**config.mk**
```make
export PLATFORM = sky130hd
export DESIGN_NAME = polynomial_multiply_top
export DESIGN_NICKNAME = d
export VERILOG_FILES = /design/src/rtl/pmul_pkg.sv /design/src/rtl/polynomial_multiply_top.sv /design/src/rtl/pmul_datapath.sv /design/src/rtl/pmul_controller.sv
export VERILOG_INCLUDE_DIRS = /design/src /design/src/rtl
export SDC_FILE = /design/constraint.sdc
export NUM_CORES = 2
export LEC_CHECK = 0
export BUFFER_PORTS_ARGS = -buffer_cell sky130_fd_sc_hd__buf_2
export CAP_MARGIN = 20
export CORE_ASPECT_RATIO = 0.6
export CORE_MARGIN = 5
export CORE_UTILIZATION = 39
export DETAILED_ROUTE_END_ITERATION = 16
export GPL_TIMING_DRIVEN = 0
export PLACE_DENSITY = 0.58
export REMOVE_ABC_BUFFERS = 1
export SETUP_SLACK_MARGIN = 0.15
export SKIP_LAST_GASP = 1
export SYNTH_ARGS = -nofsm -noshare
export SYNTH_HDL_FRONTEND = slang
export SYNTH_SLANG_ARGS = --single-unit
export TNS_END_PERCENT = 1
```
**constraint.sdc**
```tcl
create_clock -name clk -period 9.2 [get_ports clk]
set_input_delay 1.38 -clock clk [delete_from_list [all_inputs] [get_ports clk]]
set_output_delay 1.38 -clock clk [all_outputs]
set_load 0.03 [all_outputs]
```
**src/rtl/assert_macros.svh**
```systemverilog
// ----------------------------------------------------------------------------
// Assertion macros
// Concurrent assertion wrappers; they compile to nothing when SYNTH is set.
// ----------------------------------------------------------------------------
`ifndef ASSERT_MACROS_SVH
`define ASSERT_MACROS_SVH
`ifndef SYNTH
`define PM_ASSERT(label, clk, rst_n, prop, msg) \
    label: assert property (@(posedge clk) disable iff (!rst_n) prop) else $error(msg);
`define PM_NEVER(label, clk, rst_n, cond, msg) \
    label: assert property (@(posedge clk) disable iff (!rst_n) !(cond)) else $error(msg);
`else
`define PM_ASSERT(label, clk, rst_n, prop, msg)
`define PM_NEVER(label, clk, rst_n, cond, msg)
`endif
`endif

```
**src/rtl/pmul_pkg.sv**
```systemverilog
// ----------------------------------------------------------------------------
// pmul_pkg
// Shared types and constants of the polynomial multiplier.
// ----------------------------------------------------------------------------
package pmul_pkg;

    localparam int DATA_W     = 32;
    localparam int CMD_W      = 2;
    localparam int POWER_W    = 5;
    localparam int TERM_IDX_W = 5;
    localparam int TERM_CNT_W = 6;

    localparam logic [CMD_W-1:0] CMD_LOAD_FIRST  = 2'd0;
    localparam logic [CMD_W-1:0] CMD_LOAD_SECOND = 2'd1;
    localparam logic [CMD_W-1:0] CMD_START       = 2'd2;

    typedef enum logic [1:0] {
        ST_IDLE,
        ST_WAIT,
        ST_ISSUE
    } pmul_state_t;

    typedef struct packed {
        logic                  load_first;
        logic                  load_second;
        logic                  clear_counts;
        logic                  op_valid;
        logic                  op_first;
        logic                  op_last;
        logic                  op_zero;
        logic                  op_final;
        logic [TERM_IDX_W-1:0] op_i;
        logic [TERM_IDX_W-1:0] op_j;
        logic [POWER_W-1:0]    op_power;
    } pmul_cmd_t;

    typedef struct packed {
        logic [TERM_CNT_W-1:0] first_count;
        logic [TERM_CNT_W-1:0] second_count;
        logic                  busy;
    } pmul_status_t;

    typedef struct packed {
        logic               valid;
        logic               first;
        logic               last;
        logic               zero;
        logic               final_coef;
        logic [POWER_W-1:0] power;
    } pmul_tag_t;

endpackage

```
**src/rtl/polynomial_multiply_top.sv**
```systemverilog
// ----------------------------------------------------------------------------
// polynomial_multiply_top
// Polynomial multiplier by full convolution of two loaded coefficient vectors.
// ----------------------------------------------------------------------------
// Input channel (in_valid/in_ready): one word per cycle while idle. Command
// load-first or load-second appends the coefficient to that vector, lowest
// power first; a load into a full vector is dropped and sets a sticky flag.
// Command start emits first_count + second_count words on the output channel
// (out_valid/out_ready), powers ascending, last set on the final one, then
// clears both counts. Loads and unused codes give no output word.
// Sequencing: start keeps in_ready low until the last term pair of the
// product has been issued; the term pairs i+j=k of each product coefficient
// k pass one after another through a single multiply-accumulate unit, by
// way of memory read, multiply, accumulate and output handoff.
// A stalled receiver holds the output register and the next coefficient
// waits for it. Reset clears counts, drop flag and all valid state; stored
// coefficients are not cleared and need no clearing pass.
// ----------------------------------------------------------------------------
module polynomial_multiply_top #(
    parameter int MAX_TERMS   = 16,
    parameter int COEFF_WIDTH = 32
) (
    input  logic                                 clk,
    input  logic                                 rst_n,
    input  logic                                 in_valid,
    output logic                                 in_ready,
    input  logic [pmul_pkg::CMD_W-1:0]           command,
    input  logic signed [pmul_pkg::DATA_W-1:0]   coefficient,
    output logic                                 out_valid,
    input  logic                                 out_ready,
    output logic signed [pmul_pkg::DATA_W-1:0]   product_coefficient,
    output logic [pmul_pkg::POWER_W-1:0]         power,
    output logic                                 last,
    output logic                                 overflow_seen
);
    import pmul_pkg::*;

    pmul_cmd_t         cmd;
    pmul_status_t      status;
    logic [DATA_W-1:0] product_word;

    pmul_controller #(
        .MAX_TERMS (MAX_TERMS)
    ) u_ctrl (
        .clk      (clk),
        .rst_n    (rst_n),
        .in_valid (in_valid),
        .in_ready (in_ready),
        .command  (command),
        .status   (status),
        .cmd      (cmd)
    );

    pmul_datapath #(
        .MAX_TERMS   (MAX_TERMS),
        .COEFF_WIDTH (COEFF_WIDTH)
    ) u_dp (
        .clk                 (clk),
        .rst_n               (rst_n),
        .cmd                 (cmd),
        .status              (status),
        .coefficient         (coefficient),
        .out_valid           (out_valid),
        .out_ready           (out_ready),
        .product_coefficient (product_word),
        .power               (power),
        .last                (last),
        .overflow_seen       (overflow_seen)
    );

    assign product_coefficient = product_word;

endmodule

```
**src/rtl/pmul_datapath.sv**
```systemverilog
// ----------------------------------------------------------------------------
// pmul_datapath
// Coefficient memories, multiply-accumulate pipeline and output register.
// ----------------------------------------------------------------------------
`include "assert_macros.svh"

module pmul_datapath #(
    parameter int MAX_TERMS   = 16,
    parameter int COEFF_WIDTH = 32
) (
    input  logic                            clk,
    input  logic                            rst_n,
    input  pmul_pkg::pmul_cmd_t             cmd,
    output pmul_pkg::pmul_status_t          status,
    input  logic [pmul_pkg::DATA_W-1:0]     coefficient,
    output logic                            out_valid,
    input  logic                            out_ready,
    output logic [pmul_pkg::DATA_W-1:0]     product_coefficient,
    output logic [pmul_pkg::POWER_W-1:0]    power,
    output logic                            last,
    output logic                            overflow_seen
);
    import pmul_pkg::*;

    localparam int ACC_W = (COEFF_WIDTH < DATA_W) ? COEFF_WIDTH : DATA_W;
    localparam int IDX_W = (MAX_TERMS > 1) ? $clog2(MAX_TERMS) : 1;
    localparam int CNT_W = $clog2(MAX_TERMS + 1);

    logic [ACC_W-1:0]   first_ram [MAX_TERMS];
    logic [ACC_W-1:0]   second_ram [MAX_TERMS];

    logic [CNT_W-1:0]   first_cnt_reg;
    logic [CNT_W-1:0]   second_cnt_reg;
    logic               dropped_reg;
    logic               room_first;
    logic               room_second;
    logic               wr_first;
    logic               wr_second;

    logic [ACC_W-1:0]   a_rd_reg;
    logic [ACC_W-1:0]   b_rd_reg;
    logic [ACC_W-1:0]   prod_reg;
    logic [ACC_W-1:0]   prod_next;
    logic [ACC_W-1:0]   acc_reg;
    logic [ACC_W-1:0]   acc_next;
    pmul_tag_t          s1_tag_reg;
    pmul_tag_t          s1_tag_next;
    pmul_tag_t          s2_tag_reg;
    logic               load_out;

    logic               out_valid_reg;
    logic [DATA_W-1:0]  out_coef_reg;
    logic [POWER_W-1:0] out_power_reg;
    logic               out_last_reg;
    logic               out_ovf_reg;

    assign room_first  = first_cnt_reg < CNT_W'(MAX_TERMS);
    assign room_second = second_cnt_reg < CNT_W'(MAX_TERMS);
    assign wr_first    = cmd.load_first && room_first;
    assign wr_second   = cmd.load_second && room_second;

    always_ff @(posedge clk)
    begin
        if (wr_first)
        begin
            first_ram[first_cnt_reg[IDX_W-1:0]] <= coefficient[ACC_W-1:0];
        end
        a_rd_reg <= first_ram[cmd.op_i[IDX_W-1:0]];
    end

    always_ff @(posedge clk)
    begin
        if (wr_second)
        begin
            second_ram[second_cnt_reg[IDX_W-1:0]] <= coefficient[ACC_W-1:0];
        end
        b_rd_reg <= second_ram[cmd.op_j[IDX_W-1:0]];
    end

    always_comb
    begin
        s1_tag_next.valid      = cmd.op_valid;
        s1_tag_next.first      = cmd.op_first;
        s1_tag_next.last       = cmd.op_last;
        s1_tag_next.zero       = cmd.op_zero;
        s1_tag_next.final_coef = cmd.op_final;
        s1_tag_next.power      = cmd.op_power;
    end

    assign prod_next = a_rd_reg * b_rd_reg;
    assign acc_next  = (s2_tag_reg.first ? '0 : acc_reg) + prod_reg;
    assign load_out  = s2_tag_reg.valid && s2_tag_reg.last;

    always_ff @(posedge clk or negedge rst_n)
    begin
        if (!rst_n)
        begin
            first_cnt_reg  <= '0;
            second_cnt_reg <= '0;
            dropped_reg    <= 1'b0;
            s1_tag_reg     <= '0;
            s2_tag_reg     <= '0;
            out_valid_reg  <= 1'b0;
        end
        else
        begin
            if (cmd.clear_counts)
            begin
                first_cnt_reg  <= '0;
                second_cnt_reg <= '0;
            end
            else
            begin
                if (wr_first)
                begin
                    first_cnt_reg <= first_cnt_reg + CNT_W'(1);
                end
                if (wr_second)
                begin
                    second_cnt_reg <= second_cnt_reg + CNT_W'(1);
                end
            end
            if ((cmd.load_first && !room_first) || (cmd.load_second && !room_second))
            begin
                dropped_reg <= 1'b1;
            end
            s1_tag_reg <= s1_tag_next;
            s2_tag_reg <= s1_tag_reg;
            if (load_out)
            begin
                out_valid_reg <= 1'b1;
            end
            else if (out_ready)
            begin
                out_valid_reg <= 1'b0;
            end
        end
    end

    always_ff @(posedge clk)
    begin
        prod_reg <= s1_tag_reg.zero ? '0 : prod_next;
        if (s2_tag_reg.valid)
        begin
            acc_reg <= acc_next;
        end
        if (load_out)
        begin
            out_coef_reg  <= DATA_W'(acc_next);
            out_power_reg <= s2_tag_reg.power;
            out_last_reg  <= s2_tag_reg.final_coef;
            out_ovf_reg   <= dropped_reg;
        end
    end

    assign status.first_count  = TERM_CNT_W'(first_cnt_reg);
    assign status.second_count = TERM_CNT_W'(second_cnt_reg);
    assign status.busy         = s1_tag_reg.valid || s2_tag_reg.valid || out_valid_reg;

    assign out_valid           = out_valid_reg;
    assign product_coefficient = out_coef_reg;
    assign power               = out_power_reg;
    assign last                = out_last_reg;
    assign overflow_seen       = out_ovf_reg;

    `PM_NEVER(a_no_overrun, clk, rst_n, load_out && out_valid_reg, "output word overwritten")
    `PM_ASSERT(a_drop_sticky, clk, rst_n, dropped_reg |=> dropped_reg, "drop flag cleared")
    `PM_ASSERT(a_cnt_bound, clk, rst_n, (first_cnt_reg <= CNT_W'(MAX_TERMS)) && (second_cnt_reg <= CNT_W'(MAX_TERMS)), "count past capacity")

endmodule

```
**src/rtl/pmul_controller.sv**
```systemverilog
// ----------------------------------------------------------------------------
// pmul_controller
// Command decode and convolution sequencer, one product term per cycle while issuing a coefficient.
// ----------------------------------------------------------------------------
`include "assert_macros.svh"

module pmul_controller #(
    parameter int MAX_TERMS = 16
) (
    input  logic                          clk,
    input  logic                          rst_n,
    input  logic                          in_valid,
    output logic                          in_ready,
    input  logic [pmul_pkg::CMD_W-1:0]    command,
    input  pmul_pkg::pmul_status_t        status,
    output pmul_pkg::pmul_cmd_t           cmd
);
    import pmul_pkg::*;

    localparam int TOT_W = $clog2(2 * MAX_TERMS + 1);

    pmul_state_t      state_reg;
    pmul_state_t      state_next;
    logic [TOT_W-1:0] k_reg;
    logic [TOT_W-1:0] k_next;
    logic [TOT_W-1:0] i_reg;
    logic [TOT_W-1:0] i_next;
    logic [TOT_W-1:0] hi_reg;
    logic [TOT_W-1:0] hi_next;
    logic             empty_reg;
    logic             empty_next;
    logic             first_reg;
    logic             first_next;

    logic [TOT_W-1:0] fc;
    logic [TOT_W-1:0] sc;
    logic [TOT_W-1:0] total;
    logic [TOT_W-1:0] lo;
    logic [TOT_W-1:0] hi;
    logic             empty_now;
    logic [TOT_W-1:0] j_full;
    logic             op_last;

    assign fc        = TOT_W'(status.first_count);
    assign sc        = TOT_W'(status.second_count);
    assign total     = fc + sc;
    assign lo        = (k_reg >= sc) ? (k_reg - sc + TOT_W'(1)) : '0;
    assign hi        = (k_reg < fc) ? k_reg : (fc - TOT_W'(1));
    assign empty_now = (fc == '0) || (sc == '0) || (lo > hi);
    assign j_full    = k_reg - i_reg;
    assign op_last   = empty_reg || (i_reg == hi_reg);

    always_ff @(posedge clk or negedge rst_n)
    begin
        if (!rst_n)
        begin
            state_reg <= ST_IDLE;
            k_reg     <= '0;
            i_reg     <= '0;
            hi_reg    <= '0;
            empty_reg <= 1'b0;
            first_reg <= 1'b0;
        end
        else
        begin
            state_reg <= state_next;
            k_reg     <= k_next;
            i_reg     <= i_next;
            hi_reg    <= hi_next;
            empty_reg <= empty_next;
            first_reg <= first_next;
        end
    end

    always_comb
    begin
        state_next = state_reg;
        k_next     = k_reg;
        i_next     = i_reg;
        hi_next    = hi_reg;
        empty_next = empty_reg;
        first_next = first_reg;
        in_ready   = 1'b0;
        cmd        = '0;
        unique case (state_reg)
            ST_IDLE:
            begin
                in_ready = 1'b1;
                if (in_valid)
                begin
                    unique case (command)
                        CMD_LOAD_FIRST:  cmd.load_first  = 1'b1;
                        CMD_LOAD_SECOND: cmd.load_second = 1'b1;
                        CMD_START:
                        begin
                            if (total != '0)
                            begin
                                k_next     = '0;
                                state_next = ST_WAIT;
                            end
                        end
                        default: ;
                    endcase
                end
            end
            ST_WAIT:
            begin
                if (!status.busy)
                begin
                    empty_next = empty_now;
                    i_next     = empty_now ? '0 : lo;
                    hi_next    = hi;
                    first_next = 1'b1;
                    state_next = ST_ISSUE;
                end
            end
            ST_ISSUE:
            begin
                cmd.op_valid = 1'b1;
                cmd.op_first = first_reg;
                cmd.op_last  = op_last;
                cmd.op_zero  = empty_reg;
                cmd.op_final = (k_reg == total - TOT_W'(1));
                cmd.op_i     = empty_reg ? '0 : TERM_IDX_W'(i_reg);
                cmd.op_j     = empty_reg ? '0 : TERM_IDX_W'(j_full);
                cmd.op_power = POWER_W'(k_reg);
                first_next   = 1'b0;
                i_next       = i_reg + TOT_W'(1);
                if (op_last)
                begin
                    k_next = k_reg + TOT_W'(1);
                    if (k_reg + TOT_W'(1) == total)
                    begin
                        cmd.clear_counts = 1'b1;
                        state_next       = ST_IDLE;
                    end
                    else
                    begin
                        state_next = ST_WAIT;
                    end
                end
            end
            default: state_next = ST_IDLE;
        endcase
    end

    `PM_ASSERT(a_issue_in_range, clk, rst_n, (state_reg == ST_ISSUE) |-> (k_reg < total), "power past product length")
    `PM_ASSERT(a_issue_bound, clk, rst_n, (state_reg == ST_ISSUE && !empty_reg) |-> (i_reg <= hi_reg), "term index past bound")
    `PM_ASSERT(a_clear_idle, clk, rst_n, cmd.clear_counts |=> (state_reg == ST_IDLE), "clear without return to idle")

endmodule
```
* Word-level counts from Yosys, hierarchy flattened
Memory sizes are Yosys's and may differ from the RTL's. A register that Yosys moved wholly into a read port is not among the register bits.
Cells that the tools add are included.
Widths: inputs -> output; s select.
** Cells by class
- $add $sub $neg :: 11
- Multiply operators :: 1
- $lt $le $gt $ge :: 5
- Equal/unequal tests :: 12
- Multiplexer cells :: 40
- Bitwise logic cells :: 1
- Reduce and logical (&&, ||, !) cells :: 27
** Operators by type and width (number)
- $mux 6 :: 8
- $add 32x32->32 :: 1
- $mul 32x32->32 :: 1
- $mux 32 :: 1
- $mux 5 :: 6
- $pmux 6 s2 :: 2
- $mux 21 :: 1
- $add 6x1->6 const B :: 3
- $eq 6x6->1 :: 3
- $mux 2 :: 7
- $mux 1 :: 13
- $logic_not 6->1 :: 2
- $add 5x1->5 const B :: 2
- $lt 5x5->1 const B :: 2
- $reduce_and 5->1 :: 2
- $reduce_bool 2->1 :: 5
- $add 5x5->6 :: 1
- $ge 6x5->1 :: 1
- $gt 6x6->1 :: 1
- $logic_or 1x1->1 :: 6
- $lt 6x5->1 :: 1
- $ne 2x2->1 const B :: 3
- $pmux 2 s3 :: 1
- $reduce_bool 6->1 :: 1
- other kinds (13) :: 23
** Word-level totals
- Register bits :: 156
- Memory bits (writable) :: 1024
- Bits of input ports :: 38
- Output and inout bits :: 41
- Logic and storage cells :: 126
- Memories :: 2
** Memories
- u_dp.first_ram :: depth 16, width 32, rd ports 1, clocked after Yosys merged registers in 1, wr ports 1, RTL line pmul_datapath.sv:29 : logic [ACC_W-1:0] first_ram [MAX_TERMS];
- u_dp.second_ram :: depth 16, width 32, rd ports 1, clocked after Yosys merged registers in 1, wr ports 1, RTL line pmul_datapath.sv:30 : logic [ACC_W-1:0] second_ram [MAX_TERMS];

* Logic depth before layout (Yosys ltp)
- Depth after elaboration :: 8
- Mapped depth :: 26
- Mapped depth without buffers :: 24

* By module
From an unflattened synthesis, not the netlist that was laid out.
** Second synthesis, totals
- Cell total of the unflattened synthesis :: 4042
- Area total of the unflattened synthesis :: 63815.0 um^2
** Modules (own cells, without submodules)
- pmul_datapath :: instances 1, cells an instance 3728, area an instance 61179.9 um^2
- pmul_controller :: instances 1, cells an instance 314, area an instance 2635.0 um^2

* Least setup slack after synthesis
No wires, ideal clock.
- Kind :: reg2reg
- Start :: register u_dp.b_rd_reg[2] (read register of u_dp.second_ram)
- End :: register u_dp.prod_reg[31]
- Library setup time :: 71 ps
- Arrival :: 6548 ps
- Required time :: 9129 ps
- Slack :: 2581 ps
- Cell stages (with the launch flop) :: 25
- Path buffers :: 2
- Period minus slack after synthesis :: 6619 ps
- Cell sequence :: dfxtp_1 > clkbuf_1 > clkbuf_1 > nand2_1 > fa_1 > inv_1 > fa_1 > inv_1 > fa_1 > inv_1 > fa_1 > inv_1 > fa_1 > fa_1 > fa_1 > inv_1 > fa_1 > xor2_1 > xnor2_1 > xnor2_1 > xnor2_1 > xnor2_2 > xnor3_1 > or3_1 > a21oi_1
** Between the ends
- Word-level cells in the longest chain between the ends :: 1
** Ends and longest elaborated chain
- start, declared :: RTL line pmul_datapath.sv:41 : logic [ACC_W-1:0] b_rd_reg;
- $mul 32x32->32 :: RTL line pmul_datapath.sv:90 : assign prod_next = a_rd_reg * b_rd_reg;
- end signal, assigned :: RTL line pmul_datapath.sv:142 : prod_reg <= s1_tag_reg.zero ? '0 : prod_next;
- end, declared :: RTL line pmul_datapath.sv:42 : logic [ACC_W-1:0] prod_reg;
No other way between the ends.
A chain may end at the register's enable or synchronous reset.

* Worst setup path in the final report
- Start :: register u_dp.a_rd_reg[11] (read register of u_dp.first_ram)
- End :: register u_dp.prod_reg[31]
** Between the ends
- Word-level cells in the longest chain between the ends :: 1
** Ends and longest elaborated chain
- start, declared :: RTL line pmul_datapath.sv:40 : logic [ACC_W-1:0] a_rd_reg;
- $mul 32x32->32 :: RTL line pmul_datapath.sv:90
No other way between the ends.

==> results.py <==
metrics = {
    "routing": {
        "wl_mm": 171.8,
        "vias": 39720,
        "wl_per_cell_um": 23.10,
        "drc": 0,
        "viasPerCell": 5.340,
        "drtAntennaViolNets": 0,
        "drt_iter0_markers": 3637,
        "dr.pass1.iters": 6,
    },
    "floorplanning": {
        "dieArea_um2": 176100,
        "die_width_um": 538.4,
        "fp-row-count": 116,
        "core_um2": 166600,
        "die_h_um": 327.0,
        "ios": 79,
        "initial_utilization_pct": 39.21,
    },
    "sta": {
        "drv_slew": 0,
        "final.setup.worst_slack_ps": 1379,
        "rsz0062_at_grt": "no",
        "hold_viol": 0,
        "period_needed_ps": 7821,
        "holdWs_ps": 348.7,
        "tightest_slew_ps": 1225,
        "finalClockSkew_ps": 64.85,
        "setup_viol": 0,
        "fin_setup_tns_ps": 0,
        "fmax_mhz": 127.9,
        "slew_headroom_pct": 18.23,
        "period_share_pct": 85.01,
    },
    "run_status": {
        "status": "finished, final reports clean",
    },
    "logic_synthesis": {
        "synth-edff-count": 1095,
        "syn_avg_cell_area_um2": 12.83,
        "synth_cell_types": 72,
        "synthCells": 5093,
        "ys_ff_latch": 1244,
        "ys_seq_area_share_pct": 55.30,
        "async_flop_share_pct": 4.260,
        "yosysWarnings": 0,
        "synth_ff_type": "edfxtp_1",
        "synth_area_um2": 65340,
    },
    "cells_and_area": {
        "final_cell_mix": "1,095 x edfxtp_1, 745 x nand2_1, 443 x inv_1, 413 x fa_1, 282 x and2_1",
        "num-fill-cells": 15040,
        "final_nets": 5746,
        "layout.cells.non_filler": 7438,
        "drive_gt1_share_pct": 8.587,
        "area_growth_pct": 12.55,
        "final_common_cell": "edfxtp_1",
    },
    "critical_path": {
        "path_class": "reg -> reg",
        "cpMaxStageDelayCell": "dfxtp_1",
        "cp-start-kind": "flop",
        "crit_chain": "and2_1 -> fa_1 -> inv_1 -> fa_1 -> fa_1 -> fa_1 -> fa_1 -> inv_1 -> fa_1 -> fa_1 -> fa_1 -> ha_1 -> and3_1 -> and3_1 -> a31oi_1 -> o21ai_0 -> o211ai_1 -> a21oi_1 -> or3_1 -> a21oi_1",
        "crit_family": "adder cells",
        "cp_num_buf_inv": 2,
        "critPathMaxFanout": 21,
        "end_kind": "flop",
        "critPathMaxStageDelay_ps": 1130,
        "required_ps": 9820,
        "cp_common_cell": "fa_1",
        "crit_arrival_ps": 8440,
    },
    "clock_network": {
        "root_buffer": "clkbuf_16",
        "cts.htree.levels": 3,
        "cts_resized": 0,
        "cts_tree": "built",
        "cts_max_path_buffers": 3,
        "clkTransAtPathRegs_ps": 60,
        "clk_latency_ps": 740,
        "cts_sinks": 1244,
        "post_cts_buffers": 0,
        "cts_hold_buf": 0,
        "cts_inserted_buffers": 111,
    },
    "place": {
        "portBuffers": 78,
        "hpwl_mm": 112.5,
        "gp_congestion": 0.8686,
        "dp_slack_ps": 1518,
        "post-place-cells": 7222,
    },
    "grt": {
        "grtUsageTotal_pct": 19.35,
        "grt_max_degree": 73,
        "grt_overflow": 0,
        "antenna_found_initial": 6,
        "grt_pass1_vias": 39690,
        "grt_pass1_wl_mm": 258.7,
    },
    "run": {
        "maxCapViolations": 0,
    },
    "hold_path": {
        "min_path_type": "reg -> reg",
    },
}
-- final cells by class --
class,count,area (um^2),share of cell area (%)
Inverter,443,1663,2.261
Clock inverter,60,666.9,0.9069
Sequential cell,1244,36150,49.15
Tap cell,2242,2805,3.815
Timing Repair Buffer,175,2484,3.377
Clock buffer,149,3052,4.150
Antenna cell,2,5.005,0.006806
Multi-Input combinational cell,3123,26710,36.33
-- synth_stat cells, types with 8 or more instances --
library cell / n / area share, %
a211oi_1: 170 / 2.0
a21o_1: 35 / 0.40
a21oi_1: 116 / 0.89
a311oi_1: 127 / 1.7
a31oi_1: 75 / 0.72
and2_1: 285 / 2.7
and3_1: 16 / 0.15
buf_1: 9 / 0.052
buf_2: 47 / 0.36
clkbuf_1: 220 / 1.3
dfrtp_1: 53 / 2.0
dfxtp_1: 96 / 2.9
edfxtp_1: 1095 / 50
fa_1: 413 / 13
ha_1: 197 / 3.8
inv_1: 443 / 2.5
mux2i_1: 194 / 3.0
mux4_2: 35 / 1.2
nand2_1: 748 / 4.3
nand2b_1: 15 / 0.14
nand3_1: 81 / 0.62
nand4_1: 16 / 0.15
nor2_1: 113 / 0.65
nor2b_1: 171 / 1.6
nor3_1: 22 / 0.17
o211ai_1: 9 / 0.10
o21a_1: 18 / 0.21
o21ai_0: 44 / 0.34
o21bai_1: 8 / 0.092
xnor2_1: 99 / 1.3
xor2_1: 41 / 0.55
-- per-stage QoR --
| step | area [um^2] | utilization [%] |
|---|---|---|
| global route | 73530 | 44.13 |
| global placement | 67390 | 40.44 |
| finish | 73540 | 44.13 |
| floorplan | 64190 | - |
| detailed placement | 69710 | 41.84 |
| CTS | 73430 | 44.07 |
-- kinds of logic after synthesis --
logic type | count (synthesis) | share of synthesized area, %
AND/OR/NAND/NOR | 1495 | 10.88
multiplexers | 230 | 4.196
flip-flops | 1244 | 55.30
buffers and inverters | 726 | 4.297
AO/OA/AOI/OAI | 646 | 6.969
XOR/XNOR | 142 | 1.936
adder cells (fa/ha/maj) | 610 | 16.43
-- per-layer routing --
layer  vias to the layer above  global-route usage, %  share of wire [%]
met3                       186                  4.198                8.9
met4                         0                  3.644                1.7
li1                      17780                      -                  -
met1                     20240                  30.64                 48
met5                         -                      0                  0
met2                      1514                  27.24                 41
-- path summary, 6_finish.rpt --
path | cells past startpoint | startpoint | slack [ps] | endpoint
max reg2reg | 20 | u_dp.a_rd_reg[11]$_DFF_P_ | 1380 | u_dp.prod_reg[31]$_SDFF_PP0_
max | 20 | u_dp.a_rd_reg[11]$_DFF_P_ | 1380 | u_dp.prod_reg[31]$_SDFF_PP0_
min reg2reg | 0 | u_dp.s1_tag_reg[3]$_DFF_PN0_ | 350 | u_dp.s2_tag_reg[3]$_DFF_PN0_
min | 0 | u_dp.s1_tag_reg[3]$_DFF_PN0_ | 350 | u_dp.s2_tag_reg[3]$_DFF_PN0_
min in group asynchronous | 1 | rst_n | 580 | u_dp.s2_tag_reg[5]$_DFF_PN0_
max in group asynchronous | 2 | rst_n | 8030 | u_ctrl.i_reg[0]$_DFFE_PN0P_
Power is not shown: default switching activity piles up to over one toggle a cycle in this logic, so the estimate is an artifact.
